### config.mk
export PLATFORM = sky130hd
export DESIGN_NAME = spi_clock_divider_search
export DESIGN_NICKNAME = d
export VERILOG_FILES = /design/src/rtl/scd_pkg.sv /design/src/rtl/spi_clock_divider_search.sv /design/src/rtl/scd_div.sv /design/src/rtl/scd_search.sv
export SDC_FILE = /design/constraint.sdc
export NUM_CORES = 1
export LEC_CHECK = 0
export BUFFER_PORTS_ARGS = -buffer_cell sky130_fd_sc_hd__buf_2
export CORE_UTILIZATION = 40
export CTS_CLUSTER_DIAMETER = 40
export CTS_CLUSTER_SIZE = 20
export DETAILED_ROUTE_END_ITERATION = 7
export PLACE_DENSITY_LB_ADDON = 0.15
export SLEW_MARGIN = 20
export SYNTH_ARGS = -nofsm -noshare
export SYNTH_HDL_FRONTEND = slang
export SYNTH_SLANG_ARGS = --single-unit
### constraint.sdc
create_clock -name clk -period 19.27 [get_ports clk]
set_input_delay 0.9635 -clock clk [delete_from_list [all_inputs] [get_ports clk]]
set_output_delay 0.9635 -clock clk [all_outputs]
set_load 0.03 [all_outputs]
### src/rtl/scd_pkg.sv
// Shared types, constants and helpers for the serial clock divider search.
// No dependencies; every other file in rtl/ imports this package.
package scd_pkg;

  localparam int unsigned WORD_W  = 32;
  localparam int unsigned N_W     = 6;
  localparam int unsigned PRE_W   = 13;
  localparam int unsigned OFF_W   = 2;
  localparam int unsigned DSR_W   = 38;
  localparam int unsigned CNT_W   = 5;

  localparam logic [WORD_W-1:0] BYPASS_WORD  = 32'h8000_0000;
  localparam logic [WORD_W-1:0] SLOWEST_WORD = 32'h7FFF_F000;
  localparam logic [WORD_W-1:0] CLK_RESET    = 32'd80_000_000;
  localparam logic [N_W-1:0]    N_FIRST      = 6'd1;
  localparam logic [N_W-1:0]    N_LAST       = 6'h3F;
  localparam logic [PRE_W-1:0]  PRE_MAX      = 13'h1FFF;
  localparam logic [OFF_W-1:0]  OFF_LAST     = 2'd3;
  localparam int unsigned       SLOW_SHIFT   = 19;

  typedef enum logic [3:0] {
    ST_IDLE,
    ST_CHECK,
    ST_BASE,
    ST_BASE_WAIT,
    ST_PRE,
    ST_RATE,
    ST_RATE_WAIT,
    ST_EVAL,
    ST_DONE
  } srch_state_t;

  typedef struct packed {
    logic              start;
    logic [WORD_W-1:0] dividend;
    logic [DSR_W-1:0]  divisor;
  } div_req_t;

  typedef struct packed {
    logic              done;
    logic [WORD_W-1:0] quotient;
  } div_rsp_t;

  typedef struct packed {
    logic              valid;
    logic [WORD_W-1:0] word;
  } srch_res_t;

  // L = (N+1)/2, H = 0, bypass = 0
  function automatic logic [WORD_W-1:0] pack_word(input logic [N_W-1:0] n,
                                                  input logic [PRE_W-1:0] pre);
    logic [N_W:0] np1;
    np1 = {1'b0, n} + 7'd1;
    return {1'b0, pre, n, 6'b0, np1[N_W:1]};
  endfunction

endpackage

### src/rtl/spi_clock_divider_search.sv
// Top level of the serial clock divider search: config register, output register.
// Depends on scd_pkg and scd_search (which holds scd_div).
//
//  channel | direction | word                  | handshake
//  --------+-----------+-----------------------+-------------------------
//  in_     | in        | target_freq, 32 bits  | in_valid / in_ready
//  out_    | out       | clock_word, 32 bits   | out_valid / out_ready
//  cfg_    | in        | system_clock_hz, 32 b | cfg_valid / cfg_ready
//
// Bypass and slowest-setting words skip the divider: ST_CHECK goes straight to ST_DONE.
// Every division goes through the one bit-serial divider, five per value of N
// in a full sweep; an exact match stops the sweep early.
// Reset loads system_clock_hz = 80000000 and empties the output register.
// in_ready drops while a word is being searched; a result moves to the output
// register as soon as it is free, so the next word is accepted while out_ready is low.
module spi_clock_divider_search (
  input  logic                        clk,
  input  logic                        rst_n,
  input  logic                        in_valid,
  output logic                        in_ready,
  input  logic [scd_pkg::WORD_W-1:0]  in_target_freq,
  output logic                        out_valid,
  input  logic                        out_ready,
  output logic [scd_pkg::WORD_W-1:0]  out_clock_word,
  input  logic                        cfg_valid,
  output logic                        cfg_ready,
  input  logic [scd_pkg::WORD_W-1:0]  cfg_system_clock_hz
);
  import scd_pkg::*;

  logic [WORD_W-1:0] clk_hz_r, clk_hz_nxt;
  logic              out_valid_r, out_valid_nxt;
  logic [WORD_W-1:0] out_word_r, out_word_nxt;

  logic              srch_idle;
  srch_res_t         srch_res;
  logic              res_take;

  // take the search result when the output register is empty or draining
  assign res_take = srch_res.valid && (!out_valid_r || out_ready);

  always_comb begin
    clk_hz_nxt    = clk_hz_r;
    out_valid_nxt = out_valid_r;
    out_word_nxt  = out_word_r;
    if (cfg_valid) clk_hz_nxt = cfg_system_clock_hz;
    if (out_valid_r && out_ready) out_valid_nxt = 1'b0;
    if (res_take) begin
      out_valid_nxt = 1'b1;
      out_word_nxt  = srch_res.word;
    end
  end

  always_ff @(posedge clk) begin
    if (!rst_n) begin
      clk_hz_r    <= CLK_RESET;
      out_valid_r <= 1'b0;
    end else begin
      clk_hz_r    <= clk_hz_nxt;
      out_valid_r <= out_valid_nxt;
    end
    out_word_r <= out_word_nxt;
  end

  scd_search u_search (
    .clk         (clk),
    .rst_n       (rst_n),
    .start_i     (in_valid && in_ready),
    .target_i    (in_target_freq),
    .clk_hz_i    (clk_hz_r),
    .idle_o      (srch_idle),
    .res_o       (srch_res),
    .res_ready_i (res_take)
  );

  assign in_ready       = srch_idle;
  assign cfg_ready      = 1'b1;
  assign out_valid      = out_valid_r;
  assign out_clock_word = out_word_r;

endmodule

### src/rtl/scd_div.sv
// Bit-serial restoring divider: one quotient bit per cycle, 32 steps.
// Depends on scd_pkg for widths and the request/response structs.
module scd_div (
  input  logic             clk,
  input  logic             rst_n,
  input  scd_pkg::div_req_t req_i,
  output scd_pkg::div_rsp_t rsp_o
);
  import scd_pkg::*;

  logic                busy_r, busy_nxt;
  logic                done_r, done_nxt;
  logic [CNT_W-1:0]    cnt_r, cnt_nxt;
  logic [WORD_W-1:0]   rem_r, rem_nxt;
  logic [WORD_W-1:0]   quo_r, quo_nxt;
  logic [DSR_W-1:0]    dsr_r, dsr_nxt;

  logic [WORD_W:0]     shifted;
  logic [DSR_W-1:0]    diff;
  logic                qbit;

  assign shifted = {rem_r, quo_r[WORD_W-1]};
  assign qbit    = {{(DSR_W-WORD_W-1){1'b0}}, shifted} >= dsr_r;
  assign diff    = {{(DSR_W-WORD_W-1){1'b0}}, shifted} - dsr_r;

  always_comb begin
    busy_nxt = busy_r;
    done_nxt = 1'b0;
    cnt_nxt  = cnt_r;
    rem_nxt  = rem_r;
    quo_nxt  = quo_r;
    dsr_nxt  = dsr_r;
    if (req_i.start) begin
      busy_nxt = 1'b1;
      cnt_nxt  = '0;
      rem_nxt  = '0;
      quo_nxt  = req_i.dividend;
      dsr_nxt  = req_i.divisor;
    end else if (busy_r) begin
      // remainder never exceeds the dividend, so 32 bits hold it
      rem_nxt = qbit ? diff[WORD_W-1:0] : shifted[WORD_W-1:0];
      quo_nxt = {quo_r[WORD_W-2:0], qbit};
      cnt_nxt = cnt_r + 1'b1;
      if (cnt_r == CNT_W'(WORD_W - 1)) begin
        busy_nxt = 1'b0;
        done_nxt = 1'b1;
      end
    end
  end

  always_ff @(posedge clk) begin
    if (!rst_n) begin
      busy_r <= 1'b0;
      done_r <= 1'b0;
    end else begin
      busy_r <= busy_nxt;
      done_r <= done_nxt;
    end
    cnt_r <= cnt_nxt;
    rem_r <= rem_nxt;
    quo_r <= quo_nxt;
    dsr_r <= dsr_nxt;
  end

  assign rsp_o.done     = done_r;
  assign rsp_o.quotient = quo_r;

endmodule

### src/rtl/scd_search.sv
// Search sequencer: early-out checks, then N x offset sweep through one divider.
// Depends on scd_pkg and scd_div.
module scd_search (
  input  logic                        clk,
  input  logic                        rst_n,
  input  logic                        start_i,
  input  logic [scd_pkg::WORD_W-1:0]  target_i,
  input  logic [scd_pkg::WORD_W-1:0]  clk_hz_i,
  output logic                        idle_o,
  output scd_pkg::srch_res_t          res_o,
  input  logic                        res_ready_i
);
  import scd_pkg::*;

  srch_state_t         state_r, state_nxt;
  logic [WORD_W-1:0]   target_r, target_nxt;
  logic [N_W-1:0]      n_r, n_nxt;
  logic [OFF_W-1:0]    off_r, off_nxt;
  logic [WORD_W-1:0]   q_r, q_nxt;
  logic [PRE_W-1:0]    pre_r, pre_nxt;
  logic [WORD_W-1:0]   rate_r, rate_nxt;
  logic [WORD_W-1:0]   best_rate_r, best_rate_nxt;
  logic [WORD_W-1:0]   best_word_r, best_word_nxt;
  logic [WORD_W-1:0]   word_r, word_nxt;

  div_req_t            div_req;
  div_rsp_t            div_rsp;

  logic [N_W:0]        np1;
  logic [PRE_W:0]      pp1;
  logic [N_W+WORD_W:0] base_prod;
  logic [PRE_W+N_W+1:0] rate_prod;
  logic [WORD_W+1:0]   p_sum;
  logic [PRE_W-1:0]    pre_clamp;
  logic                bypass, slowest, hit, better;
  logic [WORD_W-1:0]   cand;

  assign np1       = {1'b0, n_r} + 7'd1;
  assign pp1       = {1'b0, pre_r} + 14'd1;
  assign base_prod = {{WORD_W{1'b0}}, np1} * {{(N_W+1){1'b0}}, target_r};
  assign rate_prod = {{(N_W+1){1'b0}}, pp1} * {{(PRE_W+1){1'b0}}, np1};

  // candidate pre = floor estimate - 2 + offset code, clamped to 0..PRE_MAX
  assign p_sum = {2'b00, q_r} + {{WORD_W{1'b0}}, off_r} - 34'd2;
  always_comb begin
    if (p_sum[WORD_W+1] || (p_sum == '0)) begin
      pre_clamp = '0;
    end else if (|p_sum[WORD_W:PRE_W]) begin
      pre_clamp = PRE_MAX;
    end else begin
      pre_clamp = p_sum[PRE_W-1:0];
    end
  end

  assign bypass  = target_r >= clk_hz_i;
  assign slowest = (target_r == '0) || (target_r < (clk_hz_i >> SLOW_SHIFT));
  assign hit     = rate_r == target_r;
  assign better  = (rate_r < target_r) && (rate_r > best_rate_r);
  assign cand    = pack_word(n_r, pre_r);

  // next state
  always_comb begin
    state_nxt = state_r;
    unique case (state_r)
      ST_IDLE:      if (start_i) state_nxt = ST_CHECK;
      ST_CHECK:     state_nxt = (bypass || slowest) ? ST_DONE : ST_BASE;
      ST_BASE:      state_nxt = ST_BASE_WAIT;
      ST_BASE_WAIT: if (div_rsp.done) state_nxt = ST_PRE;
      ST_PRE:       state_nxt = ST_RATE;
      ST_RATE:      state_nxt = ST_RATE_WAIT;
      ST_RATE_WAIT: if (div_rsp.done) state_nxt = ST_EVAL;
      ST_EVAL: begin
        if (hit) begin
          state_nxt = ST_DONE;
        end else if (off_r != OFF_LAST) begin
          state_nxt = ST_PRE;
        end else if (n_r == N_LAST) begin
          state_nxt = ST_DONE;
        end else begin
          state_nxt = ST_BASE;
        end
      end
      ST_DONE:      if (res_ready_i) state_nxt = ST_IDLE;
      default:      state_nxt = ST_IDLE;
    endcase
  end

  // datapath and outputs
  always_comb begin
    target_nxt    = target_r;
    n_nxt         = n_r;
    off_nxt       = off_r;
    q_nxt         = q_r;
    pre_nxt       = pre_r;
    rate_nxt      = rate_r;
    best_rate_nxt = best_rate_r;
    best_word_nxt = best_word_r;
    word_nxt      = word_r;
    div_req.start    = 1'b0;
    div_req.dividend = clk_hz_i;
    div_req.divisor  = base_prod[DSR_W-1:0];
    unique case (state_r)
      ST_IDLE: begin
        if (start_i) target_nxt = target_i;
      end
      ST_CHECK: begin
        n_nxt         = N_FIRST;
        best_rate_nxt = '0;
        best_word_nxt = '0;
        if (bypass) begin
          word_nxt = BYPASS_WORD;
        end else if (slowest) begin
          word_nxt = SLOWEST_WORD;
        end
      end
      ST_BASE: begin
        div_req.start = 1'b1;
      end
      ST_BASE_WAIT: begin
        q_nxt   = div_rsp.quotient;
        off_nxt = '0;
      end
      ST_PRE: begin
        pre_nxt = pre_clamp;
      end
      ST_RATE: begin
        div_req.start   = 1'b1;
        div_req.divisor = {{(DSR_W-PRE_W-N_W-2){1'b0}}, rate_prod};
      end
      ST_RATE_WAIT: begin
        rate_nxt = div_rsp.quotient;
      end
      ST_EVAL: begin
        off_nxt = off_r + 1'b1;
        if (better) begin
          best_rate_nxt = rate_r;
          best_word_nxt = cand;
        end
        if (hit) begin
          word_nxt = cand;
        end else if (off_r == OFF_LAST) begin
          n_nxt    = n_r + 1'b1;
          word_nxt = better ? cand : best_word_r;
        end
      end
      ST_DONE: ;
      default: ;
    endcase
  end

  always_ff @(posedge clk) begin
    if (!rst_n) begin
      state_r <= ST_IDLE;
    end else begin
      state_r <= state_nxt;
    end
    target_r    <= target_nxt;
    n_r         <= n_nxt;
    off_r       <= off_nxt;
    q_r         <= q_nxt;
    pre_r       <= pre_nxt;
    rate_r      <= rate_nxt;
    best_rate_r <= best_rate_nxt;
    best_word_r <= best_word_nxt;
    word_r      <= word_nxt;
  end

  scd_div u_div (
    .clk   (clk),
    .rst_n (rst_n),
    .req_i (div_req),
    .rsp_o (div_rsp)
  );

  assign idle_o      = state_r == ST_IDLE;
  assign res_o.valid = state_r == ST_DONE;
  assign res_o.word  = word_r;

endmodule

==> flow_summary.toml <==
[run_status]
outcome = "complete, no violations"

[yosys]
syn_inst = 3096
syn_avg_cell_area_um2 = 9.82
synth_cell_types = 86
yosysWarnings = 0
ys_ff_latch = 391
synthArstFlopShare_pct = 0
synth_nets = 3617
synthFlopType = "edfxtp_1"
synth_area_mm2 = 0.0304
ys_seq_area_share_pct = 36.1
synth_edf_count = 315

[power]
p_per_area_mw_per_mm2 = 194
finalPower_mw = 6.75
cellLeakagePower_nw = 15.2
peakVddDrop_v = 0.000123

[min_path]
hold_path.class = "register to register"
whs_endpoint = "out_clock_word[29]$_DFFE_PP_"
whs_path_depth = 0
min-delay-start = "u_search.word_r[29]$_DFFE_PP_"

[setup_path]
path_buf_inv = 3
reg2reg_to = "u_search.u_div.dsr_r[37]$_SDFFCE_PP0P_"
cp_top_family = "adder cells"
crit_slowest_cell = "edfxtp_1"
worstRegToRegCells = 22
r2r_start = "u_search.n_r[0]$_SDFFCE_PN1P_"
slowest_delay_ns = 0.70
crit_type = "register to register"
r2r_slack_ns = 12.07
cpMostUsedCell = "fa_1"
critPathCaptureType = "register"
cp.required_ns = 19.62
cp_max_fo = 32
cp.arrival_ns = 7.55
crit_chain = "ha_1, nand3_1, xor2_2, buf_4, nor2_1, fa_1, fa_1, fa_1, inv_1, fa_1, inv_1, ha_1, nand2_1, nor3_1, nand2_1, a2111oi_0, o21ai_0, nand3_1, a211oi_1, o31a_1, xnor2_1, nor2_1"
path_depth = 22
crit_path_start_kind = "register"
cp-startpoint = "u_search.n_r[0]$_SDFFCE_PN1P_"

[sta]
hold_slack_ns = 0.414
fin_crit_ns = 7.20
setup_viol = 0
period_share_pct = 37.4
worst_pin_slew_ns = 1.07
relSlewSlack_pct = 28.9
grt_setup_unrepaired = "no"
finalClockSkew_ns = 0.0398
slew_viol_final = 0
hold_viol = 0
finalSetupTns_ns = 0
fmax_mhz = 139
worst_slack_ns = 12.07

[floorplanning]
die_h_um = 278
initial_core_util_pct = 40.6
rows = 100
core_mm2 = 0.0748
die_area_mm2 = 0.0771
die_w_um = 278
io_pins = 104

[route]
routed_wl_um = 84600
via_count = 22938
vias_per_cell = 5.44
wl_per_cell_um = 20.1
drtPass1Iterations = 5
antenna_left = 0
drc_errors = 0
drt_iter0_drc = 1465

[placement]
pre_cts_slack_ns = 12.09
dp_hpwl_um = 63700
io_buffers = 102
gp_congestion = 0.908

[global_route]
grt_pass1_vias = 23548
grt-ovfl-total = 0
grt_usage_pct = 22.3
grt_start_max_net_pins = 75
grt_first_pass_wirelength_um = 133000
antenna_found_initial = 3

[clock_tree]
htreeDepth = 3
clk_latency_ns = 0.64
clk_pin_slew_ns = 0.05
cts_repair_resize_count = 0
tritoncts = "built"
numCtsBuffers = 77
cts.sinks = 391
hold_buffers = 0
root_buffer = "clkbuf_16"
cts_buffer_depth = 3
post_cts_buffers = 0

[layout]
largest_reg_flops = 38
syn_to_final_growth_pct = 14.2
multi_input_area_mm2 = 0.0176
num-nets-final = 3703
final_core_util_pct = 46.4
largest-register = "u_search.u_div.dsr_r"
regArea_mm2 = 0.0110
drive_above_1_share_pct = 10.1
fillerInstances = 7145

[job]
max-cap-violations = 0
layout make-up:
class | count | area share (%)
multi-input cells | 2214 | 50.8
flip-flops and latches | 391 | 31.6
clock buffers | 83 | 5.74
inverters | 366 | 3.96
well taps | 969 | 3.49
clock inverters | 61 | 2.27
repair buffers | 132 | 2.13
diodes | 1 | 0.00721
worst reg2reg max path, delay by kind of cell (launching register included):
| kind | cells | cell delay, ns |
|---|---|---|
| buffers and inverters | 3 | 0.52 |
| and+or+nand+nor | 7 | 1.17 |
| DFF | 1 | 0.70 |
| AOI/OAI and AO/OA | 4 | 1.18 |
| adders and majority gates | 6 | 2.88 |
| xor gates and xnor gates | 2 | 0.47 |
cell usage after synthesis (27+ instances only):
cell type | instances | area, um2
a211oi_1 | 55 | 413
a21o_1 | 75 | 563
a21oi_1 | 101 | 505
a31oi_1 | 35 | 219
and2_1 | 82 | 513
and3_1 | 31 | 194
clkbuf_1 | 102 | 383
dfxtp_1 | 76 | 1520
edfxtp_1 | 315 | 9460
fa_1 | 209 | 4180
ha_1 | 243 | 3040
inv_1 | 365 | 1370
mux2i_1 | 75 | 751
nand2_1 | 201 | 754
nand2b_1 | 46 | 288
nand3_1 | 70 | 350
nand4_1 | 44 | 275
nor2_1 | 375 | 1410
nor2b_1 | 27 | 169
nor3_1 | 51 | 255
o21ai_0 | 125 | 626
xnor2_1 | 74 | 648
xor2_1 | 62 | 543
per-layer routing:
metal | GRT usage, % | part of all wire (%) | vias up
met2 | 34.8 | 44 | 689
met1 | 30.7 | 45 | 11250
met4 | 8.17 | 3.4 | 0
li1 | - | - | 10842
met3 | 4.46 | 6.8 | 157
met5 | 0 | 0 | -
worst max path at each step:
stage,end,slack [ns]
global placement,u_search.u_div.dsr_r[19]$_DFFE_PP_,12.26
global route,u_search.u_div.dsr_r[37]$_SDFFCE_PP0P_,11.57
floorplan,u_search.u_div.dsr_r[36]$_SDFFCE_PP0P_,13.04
detailed placement,u_search.u_div.dsr_r[37]$_SDFFCE_PP0P_,12.09
finish,u_search.u_div.dsr_r[37]$_SDFFCE_PP0P_,12.07
CTS,u_search.u_div.dsr_r[19]$_DFFE_PP_,12.05
power by group:
group,total (mW),switching [mW],internal [mW]
combinational,3.95,2.41,1.54
clock,1.40,0.510,0.892
sequential,1.39,0.140,1.25
cells in the final DEF (no fill, tap or decap), drive strengths merged, types with 21 or more instances in the layout:
cell      n
inv     377
nor2    375
edfxtp  315
ha      243
fa      209
nand2   201
o21ai   139
buf     132
a21oi   111
clkbuf   83
and2     82
dfxtp    76
a21o     75
mux2i    75
xnor2    74
nand3    72
xor2     62
a211oi   55
nor3     51
nand2b   47
nand4    46
a31oi    35
clkinv   33
and3     31
nor2b    27
nor4     24
o21a     22
o211ai   21
cells by family (layout without fill, tap and decap cells):
kind of cell / after synthesis / count (layout) / share of synthesized area, %
AND/OR/NAND/NOR: 1018 / 1018 / 16.1
adder cells (fa/ha/maj): 452 / 452 / 23.8
other: 1 / 2 / 0.0123
XOR/XNOR: 136 / 136 / 3.92
flip-flops: 391 / 391 / 36.1
AO/OA/AOI/OAI: 528 / 528 / 11.3
buffers and inverters: 491 / 642 / 6.23
multiplexers: 79 / 79 / 2.62
through the flow:
| step | cell area (um2) | cells |
|---|---|---|
| 2_1_floorplan | 30400 | 3096 |
| 3_3_place_gp | 31900 | 4072 |
| 3_5_place_dp | 31900 | 4072 |
| 4_1_cts | 34700 | 4216 |
| 5_1_grt | 34700 | 4216 |
| 6_report | 34700 | 4217 |
Power figures use the tool's default switching activity.
